File: src/rtl/sle_pkg.sv
// ----------------------------------------------------------------------------
// sle_pkg
// shared widths, codes and cell control types for the sorted list engine
// ----------------------------------------------------------------------------
`default_nettype none

package sle_pkg;

   localparam int DEPTH_DEFAULT = 16;

   localparam int OP_W     = 2;
   localparam int VALUE_W  = 32;
   localparam int STATUS_W = 2;
   localparam int POS_W    = 4;
   localparam int COUNT_W  = 5;

   typedef enum logic [OP_W-1:0] {
      OP_INSERT = 2'd0,
      OP_DELETE = 2'd1,
      OP_SEARCH = 2'd2
   } op_type;

   typedef enum logic [STATUS_W-1:0] {
      STATUS_DONE      = 2'd0,
      STATUS_NOT_FOUND = 2'd1,
      STATUS_FULL      = 2'd2
   } status_type;

   // what a cell loads at the next apply edge
   typedef enum logic [1:0] {
      ACT_HOLD       = 2'd0,
      ACT_LOAD_KEY   = 2'd1,
      ACT_TAKE_LEFT  = 2'd2,
      ACT_TAKE_RIGHT = 2'd3
   } cell_act_type;

   typedef struct packed {
      cell_act_type               act;
      logic signed [VALUE_W-1:0]  key;
   } cell_ctrl_type;

endpackage

`default_nettype wire

File: src/rtl/sle_cell.sv
// ----------------------------------------------------------------------------
// sle_cell
// one slot of the sorted list: holds a value, compares it against the key
// ----------------------------------------------------------------------------
`default_nettype none

module sle_cell #(
   parameter int DEPTH = sle_pkg::DEPTH_DEFAULT,
   parameter int INDEX = 0
) (
   input  wire logic                               clock,
   input  wire sle_pkg::cell_ctrl_type             ctrl,
   input  wire logic [$clog2(DEPTH+1)-1:0]         count,
   input  wire logic signed [sle_pkg::VALUE_W-1:0] left_value,
   input  wire logic signed [sle_pkg::VALUE_W-1:0] right_value,
   output logic signed [sle_pkg::VALUE_W-1:0]      cell_value,
   output logic                                    lt_flag,
   output logic                                    eq_flag
);

   localparam int CNT_W = $clog2(DEPTH+1);

   logic signed [sle_pkg::VALUE_W-1:0] value_ff, value_in;
   logic                               lt_ff, lt_in;
   logic                               eq_ff, eq_in;
   logic                               occupied;

   // slot is live when it lies below the fill count
   assign occupied = CNT_W'(INDEX) < count;

   always_comb begin
      lt_in = occupied && (value_ff < ctrl.key);
      eq_in = occupied && (value_ff == ctrl.key);
      case (ctrl.act)
         sle_pkg::ACT_LOAD_KEY:   value_in = ctrl.key;
         sle_pkg::ACT_TAKE_LEFT:  value_in = left_value;
         sle_pkg::ACT_TAKE_RIGHT: value_in = right_value;
         default:                 value_in = value_ff;
      endcase
   end

   always_ff @(posedge clock) begin
      value_ff <= value_in;
      lt_ff    <= lt_in;
      eq_ff    <= eq_in;
   end

   assign cell_value = value_ff;
   assign lt_flag    = lt_ff;
   assign eq_flag    = eq_ff;

endmodule

`default_nettype wire

File: src/rtl/sorted_list_engine.sv
// ----------------------------------------------------------------------------
// sorted_list_engine
// ascending list of signed keys with insert, delete-first-equal and search
// ----------------------------------------------------------------------------
//
//   channel   transfer when          payload
//   -------   --------------------   ------------------------------------------
//   request   start & !busy          req_op, req_value
//   response  rsp_strobe (1 cycle)   rsp_status, rsp_position, rsp_entry_count
//
// after the request transfer come a compare cycle, in which every cell checks
// its value against the key and registers less-than / equal flags, and an
// apply cycle, in which every cell shifts, loads the key or holds
// busy is high during compare and apply; the response shows in the next
// cycle, with busy low, so the next command transfers at the edge that ends
// it; no new command is taken while one is in compare or apply
// the receiver cannot stall, the response is valid for exactly one cycle
// reset clears the fill count and the sequencer; the cells need no clear,
// a slot at or above the fill count is never looked at
//
`default_nettype none

module sorted_list_engine #(
   parameter int DEPTH = sle_pkg::DEPTH_DEFAULT
) (
   input  wire logic                                clock,
   input  wire logic                                reset,
   input  wire logic                                start,
   output logic                                     busy,
   input  wire logic [sle_pkg::OP_W-1:0]            req_op,
   input  wire logic signed [sle_pkg::VALUE_W-1:0]  req_value,
   output logic                                     rsp_strobe,
   output logic [sle_pkg::STATUS_W-1:0]             rsp_status,
   output logic [sle_pkg::POS_W-1:0]                rsp_position,
   output logic [sle_pkg::COUNT_W-1:0]              rsp_entry_count
);

   localparam int CNT_W = $clog2(DEPTH+1);

   typedef enum logic [2:0] {
      ST_IDLE  = 3'b001,
      ST_CMP   = 3'b010,
      ST_APPLY = 3'b100
   } state_type;

   state_type state_ff, state_in;

   // captured command
   logic [sle_pkg::OP_W-1:0]           op_ff, op_in;
   logic signed [sle_pkg::VALUE_W-1:0] key_ff, key_in;

   logic [CNT_W-1:0]                   count_ff, count_in;

   logic                               rsp_strobe_ff, rsp_strobe_in;
   logic [sle_pkg::STATUS_W-1:0]       rsp_status_ff, rsp_status_in;
   logic [sle_pkg::POS_W-1:0]          rsp_position_ff, rsp_position_in;
   logic [sle_pkg::COUNT_W-1:0]        rsp_count_ff, rsp_count_in;

   // chain of cells
   sle_pkg::cell_ctrl_type             ctrl [DEPTH];
   logic signed [sle_pkg::VALUE_W-1:0] cell_value [DEPTH];
   logic [DEPTH-1:0]                   lt_vec;
   logic [DEPTH-1:0]                   eq_vec;

   logic                               accept;
   logic                               is_insert, is_delete, is_search;
   logic                               table_full;
   logic                               key_found;
   logic [DEPTH-1:0]                   boundary;
   logic [sle_pkg::POS_W-1:0]          boundary_pos;

   assign accept = start && !busy;
   assign busy   = (state_ff != ST_IDLE);

   assign is_insert  = (op_ff == sle_pkg::OP_INSERT);
   assign is_delete  = (op_ff == sle_pkg::OP_DELETE);
   assign is_search  = (op_ff == sle_pkg::OP_SEARCH);
   assign table_full = (count_ff == CNT_W'(DEPTH));
   assign key_found  = |eq_vec;

   genvar g;
   generate
      for (g = 0; g < DEPTH; g++) begin : g_cell
         logic signed [sle_pkg::VALUE_W-1:0] left_nb, right_nb;

         // the outermost cells see themselves at the open ends
         if (g == 0) begin : g_first
            assign left_nb = cell_value[g];
         end else begin : g_inner_l
            assign left_nb = cell_value[g-1];
         end
         if (g == DEPTH-1) begin : g_last
            assign right_nb = cell_value[g];
         end else begin : g_inner_r
            assign right_nb = cell_value[g+1];
         end

         sle_cell #(
            .DEPTH (DEPTH),
            .INDEX (g)
         ) u_cell (
            .clock       (clock),
            .ctrl        (ctrl[g]),
            .count       (count_ff),
            .left_value  (left_nb),
            .right_value (right_nb),
            .cell_value  (cell_value[g]),
            .lt_flag     (lt_vec[g]),
            .eq_flag     (eq_vec[g])
         );
      end
   endgenerate

   // per-cell action, from its own flag and the flag of its left neighbor
   // the list is sorted, so the less-than flags form a prefix and the first
   // cell without one is the insert point and, if the key is present, the first equal entry
   always_comb begin
      for (int i = 0; i < DEPTH; i++) begin
         logic lt_prev;
         lt_prev = (i == 0) ? 1'b1 : lt_vec[(i == 0) ? 0 : i-1];
         boundary[i] = !lt_vec[i] && lt_prev;
         ctrl[i].key = key_ff;
         ctrl[i].act = sle_pkg::ACT_HOLD;
         if (state_ff == ST_APPLY) begin
            if (is_insert && !table_full && !lt_vec[i]) begin
               ctrl[i].act = lt_prev ? sle_pkg::ACT_LOAD_KEY : sle_pkg::ACT_TAKE_LEFT;
            end else if (is_delete && key_found && !lt_vec[i]) begin
               ctrl[i].act = sle_pkg::ACT_TAKE_RIGHT;
            end
         end
      end
   end

   // boundary has at most one bit set; index kept to the width of the position field
   always_comb begin
      boundary_pos = '0;
      for (int i = 0; i < DEPTH; i++) begin
         if (boundary[i]) begin
            boundary_pos = boundary_pos | sle_pkg::POS_W'(i);
         end
      end
   end

   // sequencer and response
   always_comb begin
      state_in        = state_ff;
      op_in           = op_ff;
      key_in          = key_ff;
      count_in        = count_ff;
      rsp_strobe_in   = 1'b0;
      rsp_status_in   = rsp_status_ff;
      rsp_position_in = rsp_position_ff;
      rsp_count_in    = rsp_count_ff;

      unique case (state_ff)
         ST_IDLE: begin
            if (accept) begin
               op_in    = req_op;
               key_in   = req_value;
               state_in = ST_CMP;
            end
         end
         ST_CMP: begin
            state_in = ST_APPLY;
         end
         ST_APPLY: begin
            rsp_strobe_in   = 1'b1;
            rsp_status_in   = sle_pkg::STATUS_NOT_FOUND;
            rsp_position_in = '0;
            if (is_insert) begin
               if (table_full) begin
                  rsp_status_in = sle_pkg::STATUS_FULL;
               end else begin
                  rsp_status_in   = sle_pkg::STATUS_DONE;
                  rsp_position_in = boundary_pos;
                  count_in        = count_ff + CNT_W'(1);
               end
            end else if ((is_delete || is_search) && key_found) begin
               rsp_status_in   = sle_pkg::STATUS_DONE;
               rsp_position_in = boundary_pos;
               if (is_delete) begin
                  count_in = count_ff - CNT_W'(1);
               end
            end
            rsp_count_in = sle_pkg::COUNT_W'(count_in);
            state_in     = ST_IDLE;
         end
         default: begin
            state_in = ST_IDLE;
         end
      endcase
   end

   always_ff @(posedge clock) begin
      if (reset) begin
         state_ff      <= ST_IDLE;
         count_ff      <= '0;
         rsp_strobe_ff <= 1'b0;
      end else begin
         state_ff      <= state_in;
         count_ff      <= count_in;
         rsp_strobe_ff <= rsp_strobe_in;
      end
   end

   // payload
   always_ff @(posedge clock) begin
      op_ff           <= op_in;
      key_ff          <= key_in;
      rsp_status_ff   <= rsp_status_in;
      rsp_position_ff <= rsp_position_in;
      rsp_count_ff    <= rsp_count_in;
   end

   assign rsp_strobe      = rsp_strobe_ff;
   assign rsp_status      = rsp_status_ff;
   assign rsp_position    = rsp_position_ff;
   assign rsp_entry_count = rsp_count_ff;

   // a response only follows an apply cycle
   a_rsp_after_apply: assert property (@(posedge clock) disable iff (reset)
      rsp_strobe |-> $past(state_ff == ST_APPLY))
      else $error("response strobe without apply cycle");

   // fill count stays within the table
   a_count_bound: assert property (@(posedge clock) disable iff (reset)
      count_ff <= CNT_W'(DEPTH))
      else $error("fill count beyond depth");

   // a refused insert leaves the fill count alone
   a_full_keeps_count: assert property (@(posedge clock) disable iff (reset)
      (state_ff == ST_APPLY && is_insert && table_full) |=> $stable(count_ff))
      else $error("refused insert changed the fill count");

   // sorted order: the less-than flags form a prefix of the chain
   a_lt_prefix: assert property (@(posedge clock) disable iff (reset)
      (state_ff == ST_APPLY) |-> ((lt_vec & ~(lt_vec << 1) & ~DEPTH'(1)) == '0))
      else $error("cell order broken");

endmodule

`default_nettype wire

File: config.mk
export PLATFORM = sky130hd
export DESIGN_NAME = sorted_list_engine
export DESIGN_NICKNAME = d
export VERILOG_FILES = /design/src/rtl/sle_pkg.sv /design/src/rtl/sle_cell.sv /design/src/rtl/sorted_list_engine.sv
export SDC_FILE = /design/constraint.sdc
export NUM_CORES = 2
export LEC_CHECK = 0
export BUFFER_PORTS_ARGS = -buffer_cell sky130_fd_sc_hd__buf_2
export CORE_MARGIN = 10
export CORE_UTILIZATION = 60
export DETAILED_ROUTE_END_ITERATION = 6
export PLACE_DENSITY = 0.79
export SLEW_MARGIN = 5
export SYNTH_ARGS = -nofsm -noshare
export SYNTH_HDL_FRONTEND = slang
export SYNTH_SLANG_ARGS = --single-unit
File: constraint.sdc
create_clock -name clock -period 7.17 [get_ports clock]
set_input_delay 1.434 -clock clock [delete_from_list [all_inputs] [get_ports clock]]
set_output_delay 1.434 -clock clock [all_outputs]
set_load 0.02 [all_outputs]
==> impl_metrics.yaml <==
placement:
  routabilityCongestion: 0.9445
  io_buffers: 49
  hpwl_mm: 83.08
floorplanning:
  die_height_um: 271.4
  fp.dieW_um: 271.4
  die_area_um2: 73630
  initial_core_util: 0.6031
  core_um2: 62850
  rows: 92
  ioPinCount: 50
worst_setup_path:
  required_ns: 7.60
  startpoint_type: "register"
  worst-setup-path-type: "register to register"
  cp-end-kind: "register"
  reg2regPathDepth: 8
  crit_arrival_ns: 4.51
  path_max_fanout: 32
min_path:
  holdCritPathClass: "register to register"
  whs_path_depth: 1
synthesis:
  synth_commonest_cells: "557 x edfxtp_1, 519 x ha_1, 483 x inv_1"
  ys_seq_area_frac: 0.4629
  synth-main-ff-cell: "edfxtp_1"
  synth_warnings: 0
  synthArstFlopShare: 0
  ys_ff_latch: 598
  synth-edff-count: 557
  syn_area_um2: 37910
  synth_top_area_cell: "edfxtp_1"
  synth_most_common_cell: "edfxtp_1"
  synth_cell_type_count: 74
  yosysTopAreaCellShare: 0.4412
  synthCells: 3451
  postSynthAreaPerCell_um2: 10.98
  synthTopCellsByArea: "edfxtp_1 44%, ha_1 17%, a222oi_1 11%"
  syn-num-nets: 4007
timing:
  finClkSkew_ns: 0.01983
  worst_slew_pin_slew_ns: 1.244
  setup_viol: 0
  fmax_mhz: 245.1
  timing.final.crit_share: 0.5689
  finalHoldViolCount: 0
  setup_tns_ns: 0
  min_period_ns: 4.079
  final_max_slew_viol_count: 0
  rsz0062_at_grt: "false"
  maxSlewHeadroom: 0.1664
route:
  drtIter0Drc: 5822
  wirelength_mm: 112.0
  wl_per_cell_um: 25.70
  antenna_left: 0
  vias: 30990
  drtPass1Iterations: 7
  drc: 129
  avgViaCountPerCell: 7.113
cts:
  postCtsSetupBuffers: 0
  cts_root_buffer: "clkbuf_16"
  postCtsHoldBufs: 0
  cts_resized: 0
  numCtsBuffers: 69
  cts_buffer_depth: 3
  cts_tree: "built"
  cts.sinks: 598
  clk_latency_ns: 0.61
  path_clk_slew_ns: 0.06
  htreeDepth: 3
status:
  outcome: "complete, but fails checks"
  violations: "design-rule violations"
power:
  peakVddDrop_v: 0.0001198
  p_per_area_nw_per_um2: 198.7
  total_power_w: 0.008213
  cellLeakagePower_nw: 17.45
global_route:
  grt_usage: 0.2962
  grt_max_degree: 64
  grt_pass1_wl_mm: 174.1
  antenna_found_initial: 0
  grt-ovfl-total: 0
  grt_pass1_vias: 30450
finish:
  nFillCells: 4787
  regArea_um2: 17550
  multi_input_area_um2: 17830
  area_growth_pct: 9.067
  drive_above_1_share: 0.08858
  antennaDiodeCount: 0
  nets: 4014
run:
  maxCapViolCount: 0
==> critical path, stage by stage (launching register included) <==
cell and delay (ns):
dfxtp_1 0.32, nor2_1 0.11, nand2_1 0.07, buf_4 0.25
inv_2 0.62, nand3_1 0.93, nor2_4 1.11, a221oi_1 0.24
a21oi_1 0.22
==> layout by cell type, fill, tap and decap left out, drive strengths merged, types with 10 or more instances in the layout <==
master,count
buf,135
nor2,105
nand3,44
o211ai,27
nor2b,20
nor3,44
nor4,20
ha,519
or3,10
and4,35
nand4,69
a222oi,403
a21oi,211
edfxtp,557
a21o,48
a22oi,34
clkinv,27
a221o,13
o21ai,133
inv,485
a221oi,40
dfxtp,41
a31oi,12
nand2,258
clkbuf,90
and3,11
o21a,14
a21boi,11
==> sequential cells by signal, indices dropped and copies added, names as in the netlist <==
name                      count
g_cell.u_cell.cell_value    512
key_ff                       32
g_cell.u_cell.eq_flag        16
g_cell.u_cell.lt_flag        16
count_ff                      5
rsp_entry_count               5
rsp_position                  4
state_ff                      3
op_ff                         2
rsp_status                    2
rsp_strobe                    1
==> layer usage <==
metal  wire (um)  track usage  vias to the layer above
met5          97     0.009855                        -
met1       42750       0.3916                    14820
met3       13660      0.05354                      291
met4        4205       0.1202                        2
li1            -            -                    13750
met2       51260       0.4754                     2130
==> kinds of logic after synthesis <==
| logic type | Yosys count | share of synthesized area |
|---|---|---|
| flops | 598 | 0.4629 |
| buf+inv | 683 | 0.07262 |
| mux | 9 | 0.002575 |
| fa+ha+maj | 519 | 0.1713 |
| xor+xnor | 5 | 0.001155 |
| simple gates | 652 | 0.08424 |
| compound gates | 985 | 0.2052 |
==> power by group <==
group / switching, W / internal [W] / leakage [nW]
Clock: 0.00145 / 0.00206 / 1.09
Sequential: 0.0000562 / 0.00384 / 5.35
Combinational: 0.000476 / 0.000328 / 11.0
Total: 0.00198 / 0.00623 / 17.5
==> final cells by class <==
class | count | share of cell area
Multi-Input combinational cell | 2170 | 0.4313
Sequential cell | 598 | 0.4244
Clock buffer | 90 | 0.04639
Inverter | 484 | 0.04394
Tap cell | 846 | 0.02560
Timing Repair Buffer | 135 | 0.02155
Clock inverter | 34 | 0.006840
==> stage by stage <==
step	util	hold slack (ns)	instance area (um2)	std cells	setup slack, ns
final	0.6578	0.4799	41340	4357	3.091
after detailed placement	0.6227	0.4628	39140	4233	3.237
after global placement	0.6227	0.4403	39140	4233	3.338
after global routing	0.6578	0.5062	41340	4357	2.931
after floorplan	-	0.4269	37910	3451	3.464
after CTS	0.6577	0.4924	41340	4357	3.238
==> final timing paths <==
check | slack, ns | from | endpoint
hold / removal | 0.48 | state_ff[0] | state_ff[2]
hold reg to reg | 0.48 | state_ff[0] | state_ff[2]
setup reg to reg | 3.09 | state_ff[0] | g_cell[14].u_cell.cell_value[17]
setup / recovery | 3.09 | state_ff[0] | g_cell[14].u_cell.cell_value[17]
(Power assumes the default switching activity.)
